--- src/rtl/icv_pkg.sv ---
// Shared types and constants of the clamped 2D convolution block.
`timescale 1ns / 1ps
package icv_pkg;

  localparam int COL_W  = 11;
  localparam int ROW_W  = 12;
  localparam int WID_W  = 12;
  localparam int HGT_W  = 13;
  localparam int RAD_W  = 2;
  localparam int CH_W   = 3;
  localparam int COEF_W = 16;
  localparam int CIDX_W = 6;
  localparam int SMP_W  = 8;
  localparam int NSMP   = 4;
  localparam int MAX_H  = 4096;
  localparam int QDEPTH = 4;
  localparam int QCNT_W = 3;
  localparam logic [SMP_W-1:0] PIX_MAX = 8'd255;

  typedef enum logic [1:0] {
    CFG_RADIUS = 2'd0,
    CFG_WIDTH  = 2'd1,
    CFG_HEIGHT = 2'd2,
    CFG_CHAN   = 2'd3
  } cfg_reg_e;

  typedef enum logic {
    KIND_COEF  = 1'b0,
    KIND_PIXEL = 1'b1
  } kind_e;

  // Effective (saturated) configuration.
  typedef struct packed {
    logic [2:0]       radius;
    logic [WID_W-1:0] width;
    logic [HGT_W-1:0] height;
    logic [CH_W-1:0]  nch;
  } cfg_t;

  typedef struct packed {
    logic                     is_pix;
    logic [CIDX_W-1:0]        cidx;
    logic signed [COEF_W-1:0] cval;
    logic [NSMP*SMP_W-1:0]    pix;
    logic [COL_W-1:0]         wcol;
    logic [3:0]               wrow;
    logic                     has_out;
    logic [ROW_W-1:0]         rlo;
    logic [ROW_W-1:0]         rhi;
    logic [COL_W-1:0]         clo;
    logic [COL_W-1:0]         chi;
    logic [3:0]               rlo_mod;
  } job_t;

endpackage

--- src/rtl/icv_fifo.sv ---
// Short request queue between front and back end.
`timescale 1ns / 1ps
module icv_fifo (
  input  logic                        clk_i,
  input  logic                        rst_ni,
  input  logic                        push_i,
  input  icv_pkg::job_t               data_i,
  input  logic                        pop_i,
  output icv_pkg::job_t               data_o,
  output logic                        full_o,
  output logic                        empty_o,
  output logic [icv_pkg::QCNT_W-1:0]  count_o
);
  import icv_pkg::*;

  job_t            mem_q [QDEPTH];
  logic [1:0]      wp_q, rp_q;
  logic [QCNT_W-1:0] cnt_q;
  logic            do_push, do_pop;

  assign full_o  = (cnt_q == QCNT_W'(QDEPTH));
  assign empty_o = (cnt_q == '0);
  assign count_o = cnt_q;
  assign data_o  = mem_q[rp_q];
  assign do_push = push_i && !full_o;
  assign do_pop  = pop_i && !empty_o;

  always_ff @(posedge clk_i) begin
    if (do_push) begin
      mem_q[wp_q] <= data_i;
    end
  end

  always_ff @(posedge clk_i or negedge rst_ni) begin
    if (!rst_ni) begin
      wp_q  <= '0;
      rp_q  <= '0;
      cnt_q <= '0;
    end else begin
      if (do_push) wp_q <= wp_q + 2'd1;
      if (do_pop)  rp_q <= rp_q + 2'd1;
      cnt_q <= cnt_q + QCNT_W'(do_push) - QCNT_W'(do_pop);
    end
  end

endmodule

--- config.mk ---
export PLATFORM = sky130hd
export DESIGN_NAME = icv_fifo
export DESIGN_NICKNAME = d
export VERILOG_FILES = /design/src/rtl/icv_pkg.sv /design/src/rtl/icv_fifo.sv
export SDC_FILE = /design/constraint.sdc
export NUM_CORES = 1
export LEC_CHECK = 0
export BUFFER_PORTS_ARGS = -buffer_cell sky130_fd_sc_hd__buf_2
export CAP_MARGIN = 10
export CORE_AREA = 8 8 209 211
export CTS_BUF_LIST = sky130_fd_sc_hd__clkbuf_16
export DETAILED_ROUTE_END_ITERATION = 12
export DIE_AREA = 0 0 217 219
export GPL_TIMING_DRIVEN = 0
export PLACE_DENSITY = 0.73
export SLEW_MARGIN = 0
export SYNTH_ARGS = -nofsm -noshare
export SYNTH_HDL_FRONTEND = slang
export SYNTH_SLANG_ARGS = --single-unit
--- constraint.sdc ---
create_clock -name clk_i -period 4.5 [get_ports clk_i]
set_input_delay 0.9 -clock clk_i [delete_from_list [all_inputs] [get_ports clk_i]]
set_output_delay 0.9 -clock clk_i [all_outputs]
set_load 0.02 [all_outputs]
Word-level counts from Yosys, hierarchy flattened
Memories as Yosys holds them, arrays and structs flattened.
Index checks and enable logic that the tools add are counted.
{"block": "totals", "out_inout_bits": 126, "ram_bits": 484, "wordCells": 16, "mem_count": 1, "input_bits": 125, "reg_bits": 7}
{"block": "classes", "reduce_logical": 5, "mux": 2, "add_sub_neg": 4, "eq_ne": 1}
{"name": "mem_q", "depth": 4, "width": 121, "read_ports": 1, "rd_clocked_by_memory_dff": 0, "wr": 1, "line_no": "icv_fifo.sv:16", "rtl": "job_t mem_q [QDEPTH];"}
{"cell": "$add A2 B1 Y2 const B", "n": 2}
{"cell": "$add A3 B1 Y3", "n": 1}
{"cell": "$eq A3 B3 Y1 const B", "n": 1}
{"cell": "$logic_not A3 Y1", "n": 1}
{"cell": "$sub A3 B1 Y3", "n": 1}
{"cell": "$logic_and A1 B1 Y1", "n": 2}
{"cell": "$logic_not A1 Y1", "n": 2}
{"cell": "$mux W1", "n": 2}

Depth between registers and ports, before layout
{"block": "depth", "ltp_word": 5, "depth_mapped": 8}

Worst setup path after synthesis
OpenSTA, ideal clock, no wires.
{"block": "synth_path", "kind": "in2reg", "startpoint": "input push_i", "endpoint": "memory mem_q[0][0] (netlist name) (enable)", "t_required_ps": 4005, "arrival_time_ps": 3747, "setup_time_ps": 495, "path_slack_ps": 258, "path_stages": 1, "n_path_buf": 0, "cell_sequence": "and3b_1"}
{"block": "synth_via", "elab_chain_cells": 3}
{"element": "start, declared", "line_no": "icv_fifo.sv:6", "rtl": "input logic push_i,"}
{"element": "$logic_and A1 B1 Y1", "line_no": "icv_fifo.sv:25", "rtl": "assign do_push = push_i && !full_o;"}
{"element": "$mux W1", "line_no": "icv_fifo.sv:29", "rtl": "if (do_push) begin"}
{"element": "$mux W1 (not written as such)", "line_no": "icv_fifo.sv:30", "rtl": "mem_q[wp_q] <= data_i;"}
{"element": "end, declared", "line_no": "icv_fifo.sv:16"}
Every way passes these cells.

==> flow_summary.ini <==
[outcome]
status = completed

[clock_network]
cts.root.buffer_cell = clkbuf_16
clk_pin_slew_ps = 60
htree_levels = 2
hold_buffers = 0
clk_latency_ps = 560
clockBufferDepth = 3
postCtsSetupRepairBufs = 0
cts_tree = done
numCtsBuffers = 48
cts_sinks = 491
ctsResizeCount = 0

[grt]
grt_overflow_total = 0
grt_pass1_wl_um = 53130
grtUsageMet2_pct = 23.58
use_met1_pct = 18.99
grtUsageTotal_pct = 14.72
grt_start_max_net_pins = 49
grt_pass1_vias = 8733
grt.busiest_layer = met2
grt_use_met3_pct = 4.888
antenna_found_initial = 9

[pwr]
seqPwrFrac_pct = 41.5
intPower_mw = 10.25
clkPwrFrac_pct = 25.6
power.switching_mw = 4.727
sw_frac_of_total_pct = 31.57
p_per_area_mw_per_mm2 = 693.6
p_comb_share_pct = 32.8
power.leakage_nw = 7.397
ir_worst_vdd_v = 0.0004275

[placed_design]
io_buffers = 250
dp_hpwl_um = 22700
place_congestion = 0.6806
pre_cts_slack_ps = 1510
dp_cells = 1464

[worst_setup_path]
start_kind = register
critPathMaxFanout = 10
cp_common_cell = buf_2
path_cells = clkbuf_1 -> buf_2 -> buf_2 -> mux4_2 -> buf_2
crit_slowest_cell = mux4_2
worstSetupPathType = register to output pin
worstPathArrival_ps = 2510
end_kind = output pin
max_stage_delay_ps = 400
worstPathRequired_ps = 3600

[floorplan]
start_util_pct = 44.38
io_pins = 251
core-area_mm2 = 0.04037
die_w_um = 217
num_rows = 74
dieArea_mm2 = 0.04752
die_h_um = 219

[logic_synthesis]
syn_area_mm2 = 0.01792
yosys.area_share.adder_pct = 0.5308
synth.area.top_cells = edfxtp_1, mux4_2, dfrtp_1
synthCells = 674
synth_top_area_share_pct = 81.12
syn_nets = 806
synth_compound_area_share_pct = 0.1746
synth_seq_cells = 491
yosys.area.top_type = edfxtp_1
synth_edf_count = 484
synth_flop_cell = edfxtp_1
yosys_warnings = 0
synth.distinct_cells = 21
synthTopCellsByCount = edfxtp_1, mux4_2, buf_2, buf_6, dfrtp_1
synth-xor-area-share_pct = 0.1955
synth-simple-area-share_pct = 0.5796
synthMuxAreaShare_pct = 15.21
async_reset_ff_share_pct = 1.426
ys_seq_area_share_pct = 82.10
synth_top_family_by_area = multiplexers
avgSynthCellArea_um2 = 26.58
synth.most_common_cell = edfxtp_1

[sta]
worst_slack_ps = 1085
period_needed_ps = 3415
fmax_mhz = 292.8
holdWs_ps = 170.5
slew_headroom_pct = 41.95
rsz0062_at_grt = false
finalClockSkew_ps = 10.46
period_share_pct = 75.89
setup_viol = 0
finalHoldViolCount = 0
setup_tns_ps = 0
worstMarginPinSlew_ps = 870.7
drv_slew = 0

[detailed_routing]
ant_nets = 0
via_count = 8054
wire_per_inst_um = 22.73
routed_via_density = 5.183
dr.first_iter.drc_count = 584
firstDrtPassIters = 4
route.detailed.drc = 0
wl_um = 35320

[finish]
layoutNonFillerInstCount = 1554
area_growth_pct = 20.48
fin_nets = 1114
fillers = 3128
drive_above_1_share_pct = 46.27

[flow_run]
drv_cap = 0

[worst_hold_path]
hold_path.class = input pin to async pin
power groups by stage:
stage / registers (mW) / logic [mW] / clock network (mW)
6_report: 6.22 / 4.92 / 3.84
5_1_grt: 6.29 / 5.29 / 4.08
3_5_place_dp: 6.33 / 5.07 / 0
2_1_floorplan: 6.37 / 3.29 / 0
4_1_cts: 6.23 / 5.09 / 3.94
3_3_place_gp: 6.50 / 4.91 / 0
cells by family after synthesis:
family / after synthesis
flip-flops: 491
adder cells (fa/ha/maj): 7
XOR/XNOR: 4
AO/OA/AOI/OAI: 4
multiplexers: 121
buffers and inverters: 34
AND/OR/NAND/NOR: 13
final cells by class:
cell class                 instances  area [um^2]  area share [%]
sequential                       491        14710           68.14
multi-input combinational        149         3005           13.92
timing repair buffer             258         1464           6.782
clock buffer                      49         1226           5.681
tap                              532        665.6           3.084
clock inverter                    37        289.0           1.339
buffer                            28        193.9          0.8984
inverter                           6        22.52          0.1043
antenna                            4        10.01         0.04637
per-stage QoR:
stage               cell area, um^2  power, mW  util, %
floorplan                     17920      9.660        -
global placement              19830      11.40    49.13
detailed placement            20060      11.40    49.69
CTS                           21580      15.26    53.45
global route                  21580      15.67    53.45
finish                        21590      14.97    53.47
registers in the layout, indices dropped and copies added, names as in the netlist:
signal,count
count_o,3
wp_q,2
rp_q,2
mem_q,484
worst max-delay path, delay by kind of cell, from the launching register on:
| kind | cells | cell delay, ps |
|---|---|---|
| buffers and inverters | 4 | 1230 |
| flip-flops | 1 | 320 |
| multiplexers | 1 | 400 |
cell usage in the layout, fill, tap and decap left out, types with 7 or more instances in the layout:
cell type,netlist,final
clkinv_2,0,7
clkinv_1,0,13
buf_6,9,9
buf_16,0,7
mux4_2,121,121
clkbuf_16,0,49
inv_1,6,16
buf_2,14,264
dfrtp_1,7,7
edfxtp_1,484,484
final timing paths:
kind                                 startpoint                endpoint  slack [ps]  cells after the start
hold / removal                           rst_ni    count_o[0]$_DFF_PN0_         170                      1
min in group clk_i                   data_i[94]  mem_q[1][94]$_DFFE_PP_         550                      1
setup reg to reg           count_o[2]$_DFF_PN0_  mem_q[2][54]$_DFFE_PP_        1960                      4
hold reg to reg             wp_q[1]$_DFFE_PN0P_     wp_q[1]$_DFFE_PN0P_         610                      2
max in group asynchronous                rst_ni    count_o[1]$_DFF_PN0_        4180                      1
setup / recovery            rp_q[1]$_DFFE_PN0P_              data_o[33]        1090                      5
layer usage:
layer	up-vias	part of all wire, %
li1	3549	-
met4	14	2.2
met3	74	8.7
met5	-	0.24
met1	4161	40
met2	256	49
Note: power is estimated with default switching activity, not from simulation.
