## src/rtl/icv_pkg.sv

```systemverilog
// Shared types and constants of the clamped 2D convolution block.
`timescale 1ns / 1ps
package icv_pkg;

  localparam int COL_W  = 11;
  localparam int ROW_W  = 12;
  localparam int WID_W  = 12;
  localparam int HGT_W  = 13;
  localparam int RAD_W  = 2;
  localparam int CH_W   = 3;
  localparam int COEF_W = 16;
  localparam int CIDX_W = 6;
  localparam int SMP_W  = 8;
  localparam int NSMP   = 4;
  localparam int MAX_H  = 4096;
  localparam int QDEPTH = 4;
  localparam int QCNT_W = 3;
  localparam logic [SMP_W-1:0] PIX_MAX = 8'd255;

  typedef enum logic [1:0] {
    CFG_RADIUS = 2'd0,
    CFG_WIDTH  = 2'd1,
    CFG_HEIGHT = 2'd2,
    CFG_CHAN   = 2'd3
  } cfg_reg_e;

  typedef enum logic {
    KIND_COEF  = 1'b0,
    KIND_PIXEL = 1'b1
  } kind_e;

  // Effective (saturated) configuration.
  typedef struct packed {
    logic [2:0]       radius;
    logic [WID_W-1:0] width;
    logic [HGT_W-1:0] height;
    logic [CH_W-1:0]  nch;
  } cfg_t;

  typedef struct packed {
    logic                     is_pix;
    logic [CIDX_W-1:0]        cidx;
    logic signed [COEF_W-1:0] cval;
    logic [NSMP*SMP_W-1:0]    pix;
    logic [COL_W-1:0]         wcol;
    logic [3:0]               wrow;
    logic                     has_out;
    logic [ROW_W-1:0]         rlo;
    logic [ROW_W-1:0]         rhi;
    logic [COL_W-1:0]         clo;
    logic [COL_W-1:0]         chi;
    logic [3:0]               rlo_mod;
  } job_t;

endpackage

```

## src/rtl/icv_front.sv

```systemverilog
// Front end: accepts requests, tracks raster position and classifies each pixel's output run.
`timescale 1ns / 1ps
module icv_front #(
  parameter int MAX_RADIUS = 3
) (
  input  logic                           clk_i,
  input  logic                           rst_ni,
  input  icv_pkg::cfg_t                  cfg_i,
  input  logic                           in_valid_i,
  output logic                           in_ready_o,
  input  logic                           kind_i,
  input  logic [icv_pkg::CIDX_W-1:0]     coef_index_i,
  input  logic signed [icv_pkg::COEF_W-1:0] coef_value_i,
  input  logic [icv_pkg::NSMP*icv_pkg::SMP_W-1:0] pix_i,
  input  logic                           q_full_i,
  output logic                           push_o,
  output icv_pkg::job_t                  job_o
);
  import icv_pkg::*;

  localparam int K = 2 * MAX_RADIUS + 1;

  logic [COL_W-1:0] x_q, x_d, xe;
  logic [ROW_W-1:0] y_q, y_d, ye;
  logic [3:0]       ym_q, ym_d, yme;
  logic [WID_W-1:0] nx;
  logic [HGT_W-1:0] ny;
  logic [ROW_W-1:0] r_row;
  logic [COL_W-1:0] r_col;
  logic             ylast, xlast, rge, cge;
  logic signed [5:0] mt;
  logic             acc_pix;

  assign in_ready_o = !q_full_i;
  assign push_o     = in_valid_i && !q_full_i;
  assign acc_pix    = push_o && (kind_i == KIND_PIXEL);

  assign xe  = ({1'b0, x_q} >= cfg_i.width) ? '0 : x_q;
  assign ye  = ({1'b0, y_q} >= cfg_i.height) ? '0 : y_q;
  assign yme = ({1'b0, y_q} >= cfg_i.height) ? '0 : ym_q;

  assign r_row = ROW_W'(cfg_i.radius);
  assign r_col = COL_W'(cfg_i.radius);
  assign ylast = ({1'b0, ye} == cfg_i.height - HGT_W'(1));
  assign xlast = ({1'b0, xe} == cfg_i.width - WID_W'(1));
  assign rge   = ye >= r_row;
  assign cge   = xe >= r_col;
  assign mt    = $signed({2'b00, yme}) - $signed({3'b000, cfg_i.radius});

  always_comb begin
    job_o.is_pix  = (kind_i == KIND_PIXEL);
    job_o.cidx    = coef_index_i;
    job_o.cval    = coef_value_i;
    job_o.pix     = pix_i;
    job_o.wcol    = xe;
    job_o.wrow    = yme;
    job_o.has_out = (ylast || rge) && (xlast || cge);
    job_o.rlo     = rge ? ye - r_row : '0;
    job_o.rhi     = ylast ? ye : ye - r_row;
    job_o.clo     = cge ? xe - r_col : '0;
    job_o.chi     = xlast ? xe : xe - r_col;
    if (!rge) begin
      job_o.rlo_mod = '0;
    end else if (mt < 0) begin
      job_o.rlo_mod = 4'(mt + 6'(K));
    end else begin
      job_o.rlo_mod = 4'(mt);
    end
  end

  assign nx = {1'b0, xe} + WID_W'(1);
  assign ny = {1'b0, ye} + HGT_W'(1);

  always_comb begin
    x_d  = x_q;
    y_d  = y_q;
    ym_d = ym_q;
    if (acc_pix) begin
      if (nx >= cfg_i.width) begin
        x_d = '0;
        if (ny >= cfg_i.height) begin
          y_d  = '0;
          ym_d = '0;
        end else begin
          y_d  = ny[ROW_W-1:0];
          ym_d = (yme == 4'(K - 1)) ? '0 : yme + 4'd1;
        end
      end else begin
        x_d = nx[COL_W-1:0];
        y_d = ye;
        ym_d = yme;
      end
    end
  end

  always_ff @(posedge clk_i or negedge rst_ni) begin
    if (!rst_ni) begin
      x_q  <= '0;
      y_q  <= '0;
      ym_q <= '0;
    end else begin
      x_q  <= x_d;
      y_q  <= y_d;
      ym_q <= ym_d;
    end
  end

endmodule

```

## config.mk

```make
export PLATFORM = sky130hd
export DESIGN_NAME = icv_front
export DESIGN_NICKNAME = d
export VERILOG_FILES = /design/src/rtl/icv_pkg.sv /design/src/rtl/icv_front.sv
export SDC_FILE = /design/constraint.sdc
export NUM_CORES = 1
export LEC_CHECK = 0
export ABC_AREA = 1
export BUFFER_PORTS_ARGS = -buffer_cell sky130_fd_sc_hd__buf_2
export CORE_UTILIZATION = 38
export CTS_BUF_LIST = sky130_fd_sc_hd__clkbuf_8
export DETAILED_ROUTE_END_ITERATION = 8
export REMOVE_ABC_BUFFERS = 1
export SYNTH_ARGS = -nofsm -noshare
export SYNTH_HDL_FRONTEND = slang
export SYNTH_SLANG_ARGS = --single-unit
```

## constraint.sdc

```tcl
create_clock -name clk_i -period 7.2 [get_ports clk_i]
set_input_delay 0.36 -clock clk_i [delete_from_list [all_inputs] [get_ports clk_i]]
set_output_delay 0.36 -clock clk_i [all_outputs]
set_load 0.005 [all_outputs]
```

# After elaboration in Yosys (flattened, before gate mapping)
# Cells that the tools add are included.
classes:
  add_sub_neg: 9
  magnitude_cmp: 7
  eq_ne: 3
  n_mux: 15
  n_reduce_logical: 6
op_table:
  columns: ["cell", "count"]
  rows:
  - ["12-bit two-way mux", 5]
  - ["11-bit two-way mux", 4]
  - ["4-bit two-way mux", 6]
  - ["12-bit by 1-bit adder with 13-bit output, second input constant", 1]
  - ["12-bit by 13-bit equality test with 1-bit output", 1]
  - ["12-bit by 13-bit greater-or-equal comparator with 1-bit output", 1]
  - ["13-bit greater-or-equal comparator", 1]
  - ["13-bit by 1-bit subtractor with 13-bit output, second input constant", 1]
  - ["11-bit by 1-bit adder with 12-bit output, second input constant", 1]
  - ["11-bit by 12-bit equality test with 1-bit output", 1]
  - ["11-bit by 12-bit greater-or-equal comparator with 1-bit output", 1]
  - ["12-bit greater-or-equal comparator", 1]
  - ["12-bit by 3-bit greater-or-equal comparator with 1-bit output", 1]
  - ["12-bit by 1-bit subtractor with 12-bit output, second input constant", 1]
  - ["12-bit by 3-bit subtractor with 12-bit output", 1]
  - ["11-bit by 3-bit greater-or-equal comparator with 1-bit output", 1]
  - ["11-bit by 3-bit subtractor with 11-bit output", 1]
  - ["5-bit by 1-bit less-than comparator with 1-bit output, second input constant", 1]
  - ["4-bit by 3-bit subtractor with 5-bit output", 1]
  - ["4-bit by 1-bit adder with 4-bit output, second input constant", 1]
  - ["4-bit adder, second input constant", 1]
  - ["4-bit by 3-bit equality test with 1-bit output, second input constant", 1]
  - ["1-bit logical AND", 3]
  - ["1-bit logical OR", 2]
  - ["1-bit logical NOT", 1]
totals:
  reg_bits: 27
  inputBits: 90
  out_inout_bits: 123

# Depth between registers and ports, before layout
# Gate-level depths: netlist of run 1.
depth:
  word_depth: 6
  mapped_depth: 30
  mapped_depth_nobuf: 29

# Worst setup path before layout of run 1
# No wires, ideal clock.
synth_timing:
  path_type: "input port to flip-flop"
  startpoint: "input port cfg_i[19] in the netlist's numbering"
  endpoint: "register y_q[1]"
  setup_time_ns: 0.091
  t_arrival_ns: 3.853
  required_ns: 7.109
  setup_slack_ns: 3.256
  cell_stages: 29
  path_buffers: 2
  cell_sequence: "inv_1 > ha_1 > nand2_1 > inv_2 > nand2_1 > nand2_1 > nand2_2 > nand3_2 > nor2_2 > buf_4 > nand2_1 > inv_1 > ha_1 > buf_2 > nand2_1 > nor2_1 > xor2_1 > inv_1 > ha_1 > nand2_1 > nor2_1 > nand3_1 > nand4_1 > clkinv_1 > nor2_2 > nand2_1 > inv_1 > nand2_1 > o221ai_1"
synth_lines:
  columns: ["item", "line_no", "text"]
  rows:
  - ["from (decl)", "icv_front.sv:8", "input icv_pkg::cfg_t cfg_i,"]
  - ["to (signal assigned)", "icv_front.sv:103", "y_q <= y_d;"]
  - ["to (decl)", "icv_front.sv:24", "logic [ROW_W-1:0] y_q, y_d, ye;"]

# Final worst setup path of run 1
layout_timing:
  startpoint: "register x_q[9]"
  endpoint: "register y_q[11]"
layout_between:
  elab_chain_len: 5
layout_lines:
  columns: ["item", "line_no", "text"]
  rows:
  - ["from (decl)", "icv_front.sv:23", "logic [COL_W-1:0] x_q, x_d, xe;"]
  - ["from (signal assigned)", "icv_front.sv:98", "x_q <= '0;"]
  - ["from (signal assigned)", "icv_front.sv:102", "x_q <= x_d;"]
  - ["11-bit by 12-bit greater-or-equal comparator with 1-bit output", "icv_front.sv:38", "assign xe = ({1'b0, x_q} >= cfg_i.width) ? '0 : x_q;"]
  - ["11-bit two-way mux (*)", "icv_front.sv:38", null]
  - ["11-bit by 1-bit adder with 12-bit output (*)", "icv_front.sv:71", "assign nx = {1'b0, xe} + WID_W'(1);"]
  - ["12-bit greater-or-equal comparator (*)", "icv_front.sv:79", "if (nx >= cfg_i.width) begin"]
  - ["12-bit two-way mux (*)", "icv_front.sv:79", null]
# Every way passes the cells marked *; elsewhere a longest branch is shown, timed or not.
# A chain may end at the register's enable or synchronous reset.

==> results of run 1 <==
==> synth_stat cells, types with 5 or more instances <==
| cell | count |
|---|---|
| sky130_fd_sc_hd__nand4_1 | 30 |
| sky130_fd_sc_hd__a22oi_1 | 5 |
| sky130_fd_sc_hd__o21ai_0 | 23 |
| sky130_fd_sc_hd__nor2_4 | 8 |
| sky130_fd_sc_hd__xnor2_1 | 8 |
| sky130_fd_sc_hd__and2_1 | 7 |
| sky130_fd_sc_hd__inv_2 | 15 |
| sky130_fd_sc_hd__o22ai_1 | 7 |
| sky130_fd_sc_hd__a21oi_1 | 32 |
| sky130_fd_sc_hd__buf_4 | 58 |
| sky130_fd_sc_hd__nor2_1 | 99 |
| sky130_fd_sc_hd__dfrtp_1 | 27 |
| sky130_fd_sc_hd__nand2_1 | 296 |
| sky130_fd_sc_hd__xor2_1 | 19 |
| sky130_fd_sc_hd__o21ai_2 | 10 |
| sky130_fd_sc_hd__ha_1 | 65 |
| sky130_fd_sc_hd__nand3_4 | 8 |
| sky130_fd_sc_hd__nor3_1 | 10 |
| sky130_fd_sc_hd__nor2_2 | 14 |
| sky130_fd_sc_hd__nand3_2 | 5 |
| sky130_fd_sc_hd__nand2_2 | 25 |
| sky130_fd_sc_hd__inv_1 | 149 |
| sky130_fd_sc_hd__nand3_1 | 78 |
==> sequential cells by signal, indices dropped and copies added (netlist names) <==
signal and flops:
y_q 12, x_q 11, ym_q 4
==> final cells by class <==
class                   count  share of cell area (%)
multi-input cells         785                   67.85
flip-flops and latches     27                   10.12
inverters                 168                   9.460
repair buffers            103                   7.793
well taps                 216                   4.046
clock buffers               3                  0.6182
clock inverters             1                  0.1124
==> per-layer routing <==
metal | up-vias | GRT usage (%) | part of all wire [%]
met1 | 2925 | 32.29 | 48
met2 | 237 | 34.54 | 42
met5 | - | 3.801 | 0.20
li1 | 3390 | - | -
met4 | 2 | 0.9044 | 0.27
met3 | 11 | 7.755 | 9.7
==> how the worst max path moves through the flow <==
stage                             startpoint             endpoint  slack (ns)
after global routing      x_q[9]$_DFFE_PN0P_  y_q[11]$_DFFE_PN0P_        1.18
after CTS                 x_q[9]$_DFFE_PN0P_  y_q[11]$_DFFE_PN0P_        1.73
after floorplan                    cfg_i[19]   y_q[1]$_DFFE_PN0P_        3.09
after global placement             cfg_i[24]  y_q[11]$_DFFE_PN0P_        1.68
after detailed placement           cfg_i[24]  y_q[11]$_DFFE_PN0P_        1.64
final                     x_q[9]$_DFFE_PN0P_  y_q[11]$_DFFE_PN0P_        1.67
==> through the flow <==
step	cell area, um^2	worst slack [ns]
2_1_floorplan	5839	3.090
3_3_place_gp	6630	1.681
3_5_place_dp	6630	1.643
4_1_cts	6679	1.733
5_1_grt	6679	1.184
6_report	6679	1.669
==> power breakdown <==
group | switching, mW | internal, mW | leakage (nW)
Clock | 0.0527 | 0.0394 | 0.0217
Combinational | 0.991 | 0.630 | 3.47
Sequential | 0.0729 | 0.197 | 0.343
Total | 1.12 | 0.866 | 3.83
==> logic make-up (layout without fill, tap and decap cells) <==
family,count (synthesis),count (layout)
compound gates,93,93
xor+xnor,27,27
fa+ha+maj,68,68
buf+inv,237,275
flops,27,27
simple gates,597,597
==> placed cells by master (no fill, tap or decap), drive strengths merged, types with 2 or more instances in the layout <==
cell type / count
nor2: 123
nand4: 31
inv: 164
a21boi: 2
nand3b: 2
clkbuf: 3
nand2: 323
o22ai: 7
dfrtp: 27
a22oi: 5
nor3: 12
a21oi: 37
buf: 103
xor2: 19
fa: 3
ha: 65
o221ai: 2
xnor2: 8
o21ai: 35
and2: 7
a211oi: 3
nor4: 2
or2: 5
clkinv: 4
nand3: 91
==> impl_metrics.prom, run 1 <==
# TYPE chip_impl_metric gauge
chip_impl_info{name="outcome",value="finished, final reports clean"} 1
chip_impl_metric{name="utilization",unit="%"} 41.44
chip_impl_metric{name="setup_viol_count_final",unit=""} 0
chip_impl_metric{name="syn-mean-instance-area",unit="um^2"} 6.072
chip_impl_metric{name="numCtsBuffers",unit=""} 3
chip_impl_metric{name="die_height",unit="um"} 131.5
chip_impl_metric{name="register_area",unit="um^2"} 675.6
chip_impl_metric{name="drc_errors",unit=""} 0
chip_impl_metric{name="core_ar",unit="um^2"} 16120
chip_impl_info{name="cpMaxStageDelayCell",value="sky130_fd_sc_hd__nor2_2"} 1
chip_impl_metric{name="detail_route.first_pass.iterations",unit=""} 6
chip_impl_metric{name="cts_hold_repair.buffers",unit=""} 0
chip_impl_metric{name="cts_resized",unit=""} 0
chip_impl_metric{name="finalPower",unit="mW"} 1.983
chip_impl_metric{name="finClkSkew",unit="ns"} 0.002854
chip_impl_info{name="worst_path_most_repeated_cell",value="sky130_fd_sc_hd__nand2_1"} 1
chip_impl_info{name="grt_setup_unrepaired",value="no"} 1
chip_impl_metric{name="postSynthCellCount",unit=""} 1049
chip_impl_info{name="critPathTopFamily",value="simple AND/OR/NAND/NOR gates"} 1
chip_impl_metric{name="postCtsSetupBuffers",unit=""} 0
chip_impl_metric{name="grt_pass1_wl",unit="um"} 31880
chip_impl_metric{name="synth-async-reset-ratio",unit="%"} 100.0
chip_impl_metric{name="synth-simple-area-share",unit="%"} 44.57
chip_impl_metric{name="rr_worst_depth",unit=""} 22
chip_impl_metric{name="setup_tns",unit="ns"} 0
chip_impl_info{name="synth_top_family_by_area",value="simple AND/OR/NAND/NOR gates"} 1
chip_impl_metric{name="detailroute.via_count",unit=""} 6565
chip_impl_metric{name="ctsHtreeMaxLevel",unit=""} 1
chip_impl_metric{name="clockBufferDepth",unit=""} 2
chip_impl_metric{name="synth_xor_area_share",unit="%"} 3.712
chip_impl_metric{name="critical_path_required",unit="ns"} 7.42
chip_impl_metric{name="worst_slew_margin_relative_to_its_limit",unit="%"} 44.16
chip_impl_metric{name="multiInputGateArea",unit="um^2"} 4532
chip_impl_info{name="tritoncts",value="done"} 1
chip_impl_metric{name="final_period_util",unit="%"} 76.83
chip_impl_metric{name="synth-edff-count",unit=""} 0
chip_impl_info{name="worstSetupStartpointType",value="register"} 1
chip_impl_metric{name="count_of_state_elements_after_synthesis",unit=""} 27
chip_impl_metric{name="crit_arrival",unit="ns"} 5.75
chip_impl_metric{name="path_buf_inv",unit=""} 4
chip_impl_info{name="hp-class",value="input port to async pin"} 1
chip_impl_metric{name="number_of_primary_i_o_pins",unit=""} 213
chip_impl_metric{name="nets",unit=""} 1246
chip_impl_metric{name="pwr_density_cell",unit="nW/um^2"} 296.9
chip_impl_metric{name="die-area",unit="um^2"} 17280
chip_impl_metric{name="leakage",unit="nW"} 3.832
chip_impl_info{name="source_of_the_worst_register_to_register_timing_path",value="x_q[9]$_DFFE_PN0P_"} 1
chip_impl_info{name="yosysTopAreaCell",value="sky130_fd_sc_hd__nand2_1"} 1
chip_impl_metric{name="timing.final.hold_violations",unit=""} 0
chip_impl_metric{name="final_layout_size_suffix_gt1_share",unit="%"} 19.23
chip_impl_metric{name="max_clock_freq",unit="GHz"} 0.1808
chip_impl_info{name="worstSetupPathType",value="register to register"} 1
chip_impl_metric{name="post_synth_fa_ha_maj_area_fraction",unit="%"} 13.71
chip_impl_metric{name="slew_viol_final",unit=""} 0
chip_impl_metric{name="worstPathMaxFanout",unit=""} 12
chip_impl_metric{name="via_count_of_the_first_global_routing_pass",unit=""} 5900
chip_impl_metric{name="initial_utilization",unit="%"} 39.53
chip_impl_info{name="path_cells",value="ha_1 -> nand2_1 -> nor2_4 -> nand3_2 -> clkinv_1 -> nor2_2 -> nand2_1 -> inv_1 -> ha_1 -> nand4_1 -> and2_1 -> ha_1 -> nand2_1 -> nor2_1 -> nand3_1 -> nand4_1 -> clkinv_1 -> nor2_2 -> nand2_1 -> inv_1 -> nand3_1 -> nand2_1"} 1
chip_impl_metric{name="overflow",unit=""} 0
chip_impl_metric{name="synthDistinctLibCells",unit=""} 48
chip_impl_metric{name="worst_skew_pair.late_latency",unit="ns"} 0.28
chip_impl_info{name="ctsRootBufferMaster",value="sky130_fd_sc_hd__clkbuf_8"} 1
chip_impl_metric{name="layout-area-overhead-vs-synth",unit="%"} 4.852
chip_impl_metric{name="maxCapViolations",unit=""} 0
chip_impl_info{name="synth.top_cells.by_area",value="sky130_fd_sc_hd__nand2_1 (17%), sky130_fd_sc_hd__ha_1 (13%), sky130_fd_sc_hd__dfrtp_1 (11%)"} 1
chip_impl_metric{name="floorplan.die.width",unit="um"} 131.5
chip_impl_metric{name="grt_util_all_layers",unit="%"} 22.86
chip_impl_metric{name="diodes",unit=""} 0
chip_impl_metric{name="cts.sinks",unit=""} 27
chip_impl_metric{name="path_depth",unit=""} 22
chip_impl_metric{name="worst_ir_drop_vdd",unit="mV"} 0.1179
chip_impl_metric{name="post_layout_nonfiller_instances",unit=""} 1303
chip_impl_metric{name="reg_to_reg_slack_setup",unit="ns"} 1.67
chip_impl_metric{name="wl_per_cell",unit="um"} 15.44
chip_impl_metric{name="synthesis.area",unit="um^2"} 6370
chip_impl_metric{name="yosys_warnings",unit=""} 0
chip_impl_metric{name="placement_rows",unit=""} 46
chip_impl_metric{name="first_iter_violations",unit=""} 477
chip_impl_metric{name="synth-compound-area-share",unit="%"} 9.153
chip_impl_info{name="timing.critical_path.to_type",value="register"} 1
chip_impl_metric{name="globalplace.congestion",unit=""} 0.9129
chip_impl_metric{name="transition_time_at_the_pin_with_the_least_slew_margin",unit="ns"} 0.8355
chip_impl_metric{name="clk_pin_slew_worst_paths",unit="ns"} 0.10
chip_impl_metric{name="port-buffer-count",unit=""} 101
chip_impl_metric{name="postRouteAntennaNets",unit=""} 0
chip_impl_metric{name="synth_largest_type_area_fraction",unit="%"} 17.44
chip_impl_metric{name="post-dp-hpwl",unit="um"} 16660
chip_impl_metric{name="layout_filler_cell_count",unit=""} 1817
chip_impl_metric{name="detail_route.vias_per_cell",unit=""} 5.038
chip_impl_metric{name="synth_mux_area_share",unit="%"} 0
chip_impl_metric{name="antenna_found_initial",unit=""} 0
chip_impl_info{name="rr_endpoint",value="y_q[11]$_DFFE_PN0P_"} 1
chip_impl_metric{name="route.final.wire_length",unit="um"} 20120
chip_impl_info{name="postSynth.topFlopCell",value="sky130_fd_sc_hd__dfrtp_1"} 1
chip_impl_metric{name="grt_start_max_net_pins",unit=""} 28
chip_impl_metric{name="place_inst",unit=""} 1299
chip_impl_metric{name="period_minus_slack",unit="ns"} 5.531
chip_impl_metric{name="ys_seq_area_share",unit="%"} 10.61
chip_impl_metric{name="hold_ws",unit="ns"} 0.08299
chip_impl_metric{name="worst_stage_delay_on_the_critical_path",unit="ns"} 0.51
(Power assumes the default switching activity.)
==> run 2: changes to the inputs <==
clock period = 5.2 ns   (was 7.2 ns; I/O delays follow)
==> impl_metrics.prom, run 2 (synthesis gave the netlist of run 1 again) <==
# TYPE chip_impl_metric gauge
chip_impl_info{name="outcome",value="finished, violations left"} 1
chip_impl_info{name="failed_checks",value="hold timing"} 1
chip_impl_metric{name="final_period_util",unit="%"} 89.03
chip_impl_metric{name="worstPathMaxFanout",unit=""} 13
chip_impl_metric{name="grt_start_max_net_pins",unit=""} 28
chip_impl_metric{name="period_minus_slack",unit="ns"} 4.630
chip_impl_metric{name="floorplan.die.width",unit="um"} 131.5
chip_impl_info{name="worstSetupStartpointType",value="register"} 1
chip_impl_info{name="layout_common_cells",value="sky130_fd_sc_hd__nand2_1 (296), sky130_fd_sc_hd__inv_1 (149), sky130_fd_sc_hd__buf_2 (101)"} 1
chip_impl_info{name="leading_cell_type_in_the_layout_fill_and_taps_excluded",value="sky130_fd_sc_hd__nand2_1"} 1
chip_impl_metric{name="number_of_primary_i_o_pins",unit=""} 213
chip_impl_metric{name="initial_utilization",unit="%"} 39.53
chip_impl_metric{name="leakage",unit="nW"} 3.906
chip_impl_metric{name="transition_time_at_the_pin_with_the_least_slew_margin",unit="ns"} 0.7925
chip_impl_metric{name="die_height",unit="um"} 131.5
chip_impl_metric{name="placement_rows",unit=""} 46
chip_impl_info{name="grt_setup_unrepaired",value="no"} 1
chip_impl_metric{name="postRouteAntennaNets",unit=""} 0
chip_impl_info{name="tritoncts",value="done"} 1
chip_impl_metric{name="max_clock_freq",unit="GHz"} 0.2160
chip_impl_metric{name="ctsHtreeMaxLevel",unit=""} 1
chip_impl_metric{name="drc_errors",unit=""} 0
chip_impl_metric{name="register_area",unit="um^2"} 675.6
chip_impl_metric{name="detail_route.first_pass.iterations",unit=""} 5
chip_impl_metric{name="cts_resized",unit=""} 0
chip_impl_metric{name="grt_pass1_wl",unit="um"} 32510
chip_impl_metric{name="clockBufferDepth",unit=""} 2
chip_impl_info{name="registers_with_the_highest_flip_flop_counts",value="y_q x12, x_q x11, ym_q x4"} 1
chip_impl_metric{name="die-area",unit="um^2"} 17280
chip_impl_info{name="regMostFlops",value="y_q"} 1
chip_impl_metric{name="worst_slew_margin_relative_to_its_limit",unit="%"} 47.04
chip_impl_info{name="timing.critical_path.to_type",value="register"} 1
chip_impl_metric{name="clk_pin_slew_worst_paths",unit="ns"} 0.10
chip_impl_metric{name="numCtsBuffers",unit=""} 3
chip_impl_metric{name="setup_viol_count_final",unit=""} 0
chip_impl_metric{name="first_iter_violations",unit=""} 551
chip_impl_metric{name="worst_skew_pair.late_latency",unit="ns"} 0.28
chip_impl_metric{name="postCtsSetupBuffers",unit=""} 0
chip_impl_metric{name="hold_ws",unit="ns"} -0.01259
chip_impl_metric{name="globalplace.congestion",unit=""} 0.9359
chip_impl_metric{name="post-dp-hpwl",unit="um"} 16850
chip_impl_metric{name="via_count_of_the_first_global_routing_pass",unit=""} 5976
chip_impl_metric{name="nets",unit=""} 1261
chip_impl_metric{name="worst_ir_drop_vdd",unit="mV"} 0.1686
chip_impl_metric{name="cts_hold_repair.buffers",unit=""} 0
chip_impl_metric{name="slew_viol_final",unit=""} 0
chip_impl_metric{name="utilization",unit="%"} 42.14
chip_impl_metric{name="port-buffer-count",unit=""} 101
chip_impl_metric{name="core_ar",unit="um^2"} 16120
chip_impl_metric{name="final_layout_size_suffix_gt1_share",unit="%"} 20.33
chip_impl_metric{name="diodes",unit=""} 0
chip_impl_metric{name="layout-area-overhead-vs-synth",unit="%"} 6.619
chip_impl_metric{name="setup_tns",unit="ns"} 0
chip_impl_metric{name="cts.sinks",unit=""} 27
chip_impl_info{name="ctsRootBufferMaster",value="sky130_fd_sc_hd__clkbuf_8"} 1
chip_impl_metric{name="multiInputGateArea",unit="um^2"} 4532
chip_impl_metric{name="maxCapViolations",unit=""} 0
chip_impl_metric{name="grt_util_all_layers",unit="%"} 23.40
chip_impl_metric{name="overflow",unit=""} 0
chip_impl_metric{name="route.final.wire_length",unit="um"} 20500
chip_impl_metric{name="critical_path_required",unit="ns"} 5.36
chip_impl_metric{name="timing.final.hold_violations",unit=""} 4
chip_impl_metric{name="detailroute.via_count",unit=""} 6681
chip_impl_metric{name="crit_arrival",unit="ns"} 4.79
chip_impl_metric{name="pwr_density_cell",unit="nW/um^2"} 411.1
chip_impl_metric{name="antenna_found_initial",unit=""} 0
chip_impl_metric{name="layout_filler_cell_count",unit=""} 1783
chip_impl_metric{name="max_ffs_per_register",unit=""} 12
chip_impl_metric{name="finClkSkew",unit="ns"} 0.002923
chip_impl_metric{name="wl_per_cell",unit="um"} 15.55
chip_impl_info{name="worstSetupPathType",value="register to register"} 1
chip_impl_metric{name="detail_route.vias_per_cell",unit=""} 5.069
chip_impl_info{name="hp-class",value="input port to async pin"} 1
[run 2: changes by cell type in the layout (fill, tap and decap cells not counted)]
cell / change
sky130_fd_sc_hd__buf_4: +15
[run 2: area by class of cell]
class / instances / share of cell area [%]
flip-flops and latches: 27 / 9.948
multi-input cells: 785 / 66.73
clock inverters: 1 / 0.1105
inverters: 168 / 9.304
well taps: 216 / 3.979
clock buffers: 3 / 0.6080
repair buffers: 118 / 9.322
[run 2: final timing paths]
| kind | cells after the start | start | end | slack (ns) |
|---|---|---|---|---|
| setup / recovery | 25 | y_q[7]$_DFFE_PN0P_ | y_q[0]$_DFFE_PN0P_ | 0.57 |
| hold / removal | 1 | rst_ni | y_q[11]$_DFFE_PN0P_ | -0.01 |
| setup reg to reg | 25 | y_q[7]$_DFFE_PN0P_ | y_q[0]$_DFFE_PN0P_ | 0.57 |
| hold reg to reg | 2 | ym_q[2]$_DFFE_PN0P_ | ym_q[2]$_DFFE_PN0P_ | 0.56 |
| max in group asynchronous | 1 | rst_ni | y_q[6]$_DFFE_PN0P_ | 4.78 |
| min in group clk_i | 0 | coef_value_i[5] | job_o[103] | 0.52 |
[run 2: worst max-delay path, stage by stage (launching register included)]
cell and delay, ns:
sky130_fd_sc_hd__dfrtp_1 0.53, sky130_fd_sc_hd__ha_1 0.29, sky130_fd_sc_hd__nand2_1 0.08, sky130_fd_sc_hd__inv_2 0.04, sky130_fd_sc_hd__nand2_1 0.05, sky130_fd_sc_hd__nand2_1 0.04, sky130_fd_sc_hd__nand2_1 0.06, sky130_fd_sc_hd__nand2_2 0.08
sky130_fd_sc_hd__clkinv_2 0.24, sky130_fd_sc_hd__nand2_4 0.21, sky130_fd_sc_hd__nor2_2 0.28, sky130_fd_sc_hd__ha_1 0.24, sky130_fd_sc_hd__nand3_1 0.08, sky130_fd_sc_hd__nor2_1 0.32, sky130_fd_sc_hd__nand4_1 0.23, sky130_fd_sc_hd__and2_1 0.24
sky130_fd_sc_hd__ha_1 0.32, sky130_fd_sc_hd__nand2_1 0.06, sky130_fd_sc_hd__nor2_1 0.08, sky130_fd_sc_hd__nand2_1 0.05, sky130_fd_sc_hd__or3_1 0.30, sky130_fd_sc_hd__nand3_1 0.18, sky130_fd_sc_hd__nor2_2 0.07, sky130_fd_sc_hd__buf_4 0.17
sky130_fd_sc_hd__o21ai_0 0.15, sky130_fd_sc_hd__o21ai_0 0.10
[run 2: metal layers]
layer | vias to the layer above | GRT usage (%) | wire (um)
met4 | 2 | 0.9044 | 36
met5 | - | 3.509 | 45
met1 | 2997 | 32.66 | 9749
met2 | 262 | 35.36 | 8613
met3 | 6 | 8.603 | 2057
li1 | 3414 | - | -
[run 2: power breakdown]
group | switching (mW) | total, mW | internal [mW] | leakage (nW)
Combinational | 1.40 | 2.30 | 0.898 | 3.54
Clock | 0.0725 | 0.127 | 0.0546 | 0.0217
Sequential | 0.0956 | 0.369 | 0.273 | 0.343
[run 2: through the flow]
step | std cells | total power [mW] | cell area (um^2) | worst slack, ns
final | 1318 | 2.792 | 6792 | 0.5704
after global routing | 1318 | 3.116 | 6792 | 0.1910
after CTS | 1318 | 2.795 | 6792 | 0.6205
after detailed placement | 1314 | 2.656 | 6743 | 0.6258
after global placement | 1314 | 2.637 | 6743 | 0.7123
after floorplan | 980 | 1.889 | 5839 | 1.106
==> run 3: changes to the inputs <==
BUFFER_PORTS_ARGS = unset   (was -buffer_cell sky130_fd_sc_hd__buf_2)
DONT_BUFFER_PORTS = 1   (was unset)
==> impl_metrics.prom, run 3 (synthesis gave the netlist of run 1 again) <==
# TYPE chip_impl_metric gauge
chip_impl_info{name="leading_cell_type_in_the_layout_fill_and_taps_excluded",value="sky130_fd_sc_hd__nand2_1"} 1
chip_impl_metric{name="diodes",unit=""} 0
chip_impl_metric{name="max_ffs_per_register",unit=""} 12
chip_impl_info{name="registers_with_the_highest_flip_flop_counts",value="y_q x12, x_q x11, ym_q x4"} 1
chip_impl_metric{name="grt_pass1_wl",unit="um"} 31890
chip_impl_metric{name="placement_rows",unit=""} 46
chip_impl_metric{name="initial_utilization",unit="%"} 39.53
chip_impl_metric{name="leakage",unit="nW"} 3.488
chip_impl_metric{name="post_layout_nonfiller_instances",unit=""} 1218
chip_impl_metric{name="grt_util_all_layers",unit="%"} 23.05
chip_impl_metric{name="layout_filler_cell_count",unit=""} 1770
chip_impl_metric{name="setup_viol_count_final",unit=""} 0
chip_impl_metric{name="worst_skew_pair.late_latency",unit="ns"} 0.29
chip_impl_metric{name="ctsHtreeMaxLevel",unit=""} 1
chip_impl_info{name="startpoint",value="x_q[3]$_DFFE_PN0P_"} 1
chip_impl_metric{name="nets",unit=""} 1161
chip_impl_metric{name="transition_time_at_the_pin_with_the_least_slew_margin",unit="ns"} 0.8071
chip_impl_metric{name="place_inst",unit=""} 1212
chip_impl_metric{name="final_period_util",unit="%"} 92.63
chip_impl_metric{name="period_minus_slack",unit="ns"} 4.817
chip_impl_metric{name="route.final.wire_length",unit="um"} 20230
chip_impl_metric{name="detail_route.first_pass.iterations",unit=""} 8
chip_impl_metric{name="maxCapViolations",unit=""} 0
chip_impl_info{name="outcome",value="finished, final reports clean"} 1
chip_impl_info{name="path_cells",value="ha_1 -> nand2_1 -> inv_2 -> nand2_1 -> nand2_1 -> nand2_2 -> nand3_2 -> nor2_2 -> nand2_1 -> inv_1 -> ha_1 -> nand4_1 -> and2_1 -> ha_1 -> nand2_1 -> nor2_1 -> nand3_1 -> nand4_1 -> clkinv_1 -> a21oi_1 -> or2_2 -> nand2_1"} 1
chip_impl_info{name="layout_common_cells",value="sky130_fd_sc_hd__nand2_1 (296), sky130_fd_sc_hd__inv_1 (149), sky130_fd_sc_hd__nor2_1 (99)"} 1
chip_impl_metric{name="number_of_primary_i_o_pins",unit=""} 213
chip_impl_metric{name="finClkSkew",unit="ns"} 0.002058
chip_impl_info{name="grt_setup_unrepaired",value="no"} 1
chip_impl_info{name="timing.critical_path.to_type",value="register"} 1
chip_impl_metric{name="crit_arrival",unit="ns"} 5.00
chip_impl_metric{name="postRouteAntennaNets",unit=""} 0
chip_impl_metric{name="die_height",unit="um"} 131.5
chip_impl_info{name="source_of_the_worst_register_to_register_timing_path",value="x_q[3]$_DFFE_PN0P_"} 1
chip_impl_metric{name="detail_route.vias_per_cell",unit=""} 5.172
chip_impl_metric{name="post-dp-hpwl",unit="um"} 16690
chip_impl_metric{name="worstPathMaxFanout",unit=""} 11
chip_impl_metric{name="die-area",unit="um^2"} 17280
chip_impl_info{name="worstSetupStartpointType",value="register"} 1
chip_impl_metric{name="first_iter_violations",unit=""} 489
chip_impl_metric{name="critical_path_required",unit="ns"} 5.39
chip_impl_metric{name="cts.sinks",unit=""} 27
chip_impl_metric{name="worst_stage_delay_on_the_critical_path",unit="ns"} 0.49
chip_impl_metric{name="floorplan.die.width",unit="um"} 131.5
chip_impl_metric{name="wl_per_cell",unit="um"} 16.61
chip_impl_metric{name="max_clock_freq",unit="GHz"} 0.2076
chip_impl_metric{name="slew_viol_final",unit=""} 0
chip_impl_metric{name="worst_ir_drop_vdd",unit="mV"} 0.1604
chip_impl_metric{name="antenna_found_initial",unit=""} 0
chip_impl_metric{name="grt_start_max_net_pins",unit=""} 28
chip_impl_info{name="cpMaxStageDelayCell",value="sky130_fd_sc_hd__a21oi_1"} 1
chip_impl_metric{name="drc_errors",unit=""} 0
chip_impl_info{name="hp-class",value="input port to async pin"} 1
chip_impl_metric{name="postCtsSetupBuffers",unit=""} 0
chip_impl_info{name="worst_path_most_repeated_cell",value="sky130_fd_sc_hd__nand2_1"} 1
chip_impl_metric{name="numCtsBuffers",unit=""} 3
chip_impl_metric{name="core_ar",unit="um^2"} 16120
chip_impl_info{name="tritoncts",value="done"} 1
chip_impl_metric{name="via_count_of_the_first_global_routing_pass",unit=""} 5692
chip_impl_metric{name="overflow",unit=""} 0
chip_impl_metric{name="pwr_density_cell",unit="nW/um^2"} 392.5
chip_impl_info{name="ctsRootBufferMaster",value="sky130_fd_sc_hd__clkbuf_8"} 1
chip_impl_metric{name="globalplace.congestion",unit=""} 0.8946
chip_impl_info{name="worstSetupPathType",value="register to register"} 1
chip_impl_metric{name="clk_pin_slew_worst_paths",unit="ns"} 0.11
chip_impl_metric{name="final_layout_size_suffix_gt1_share",unit="%"} 12.28
chip_impl_metric{name="layout-area-overhead-vs-synth",unit="%"} -0.9625
chip_impl_metric{name="port-buffer-count",unit=""} 0
chip_impl_metric{name="clockBufferDepth",unit=""} 2
chip_impl_metric{name="setup_tns",unit="ns"} 0
chip_impl_metric{name="detailroute.via_count",unit=""} 6300
chip_impl_metric{name="timing.final.hold_violations",unit=""} 0
chip_impl_info{name="regMostFlops",value="y_q"} 1
chip_impl_metric{name="worst_slew_margin_relative_to_its_limit",unit="%"} 45.87
run 3: cell count changes in the layout (fill, tap and decap cells not counted):
cell	delta
sky130_fd_sc_hd__buf_2	-101
sky130_fd_sc_hd__buf_4	-1
sky130_fd_sc_hd__buf_12	+1
sky130_fd_sc_hd__dlygate4sd3_1	+1
run 3: report_power, final:
group          total, mW  internal (mW)  switching, mW
clock              0.133         0.0548         0.0785
combinational       1.98          0.676           1.30
sequential         0.366          0.273         0.0930
run 3: area by class of cell:
cell class | count | area (um^2) | share of cell area [%]
Tap cell | 216 | 270.3 | 4.284
Timing Repair Buffer | 18 | 150.1 | 2.380
Inverter | 168 | 631.9 | 10.02
Clock buffer | 3 | 41.29 | 0.6545
Clock inverter | 1 | 7.507 | 0.1190
Multi-Input combinational cell | 785 | 4532 | 71.84
Sequential cell | 27 | 675.6 | 10.71
run 3: critical path: cells and delay by family, from the launching register on:
family	cells	cell delay [ns]
and+or+nand+nor	15	2.46
adders and majority gates	3	0.92
AOI/OAI and AO/OA	1	0.49
DFF	1	0.47
buffers and inverters	3	0.36
run 3: repair_timing:
item / in CTS / in global routing
hold buffers: 2 / 0
hold endpoints to repair: 27 / 0
gates resized for setup: 0 / 0
run 3: path summary, 6_finish.rpt:
check	end	slack [ns]	depth (start not counted)
max in group asynchronous	y_q[9]$_DFFE_PN0P_	4.61	2
max	y_q[11]$_DFFE_PN0P_	0.38	22
min in group clk_i	job_o[120]	0.52	0
max reg2reg	y_q[11]$_DFFE_PN0P_	0.38	22
min	y_q[10]$_DFFE_PN0P_	0.43	2
min reg2reg	ym_q[2]$_DFFE_PN0P_	0.57	2
run 3: per-layer routing:
layer | global-route usage [%] | wire, um | vias to the layer above | part of all wire [%]
met2 | 33.69 | 8349 | 250 | 41
li1 | - | - | 3204 | -
met3 | 8.873 | 1903 | 14 | 9.4
met4 | 1.615 | 137 | 2 | 0.68
met1 | 32.50 | 9760 | 2830 | 48
met5 | 4.678 | 75 | - | 0.37
run 3: per-stage QoR:
step	hold WS [ns]	instance area [um^2]	worst slack, ns	utilization (%)	power [mW]
finish	0.4326	6309	0.3832	39.15	2.476
global route	0.4187	6309	0.05711	39.15	2.761
CTS	0.4311	6309	0.5293	39.15	2.474
detailed placement	-0.03468	6230	0.5638	38.66	2.329
global placement	-0.03455	6230	0.5993	38.66	2.314
floorplan	-0.03559	5839	1.106	-	1.889
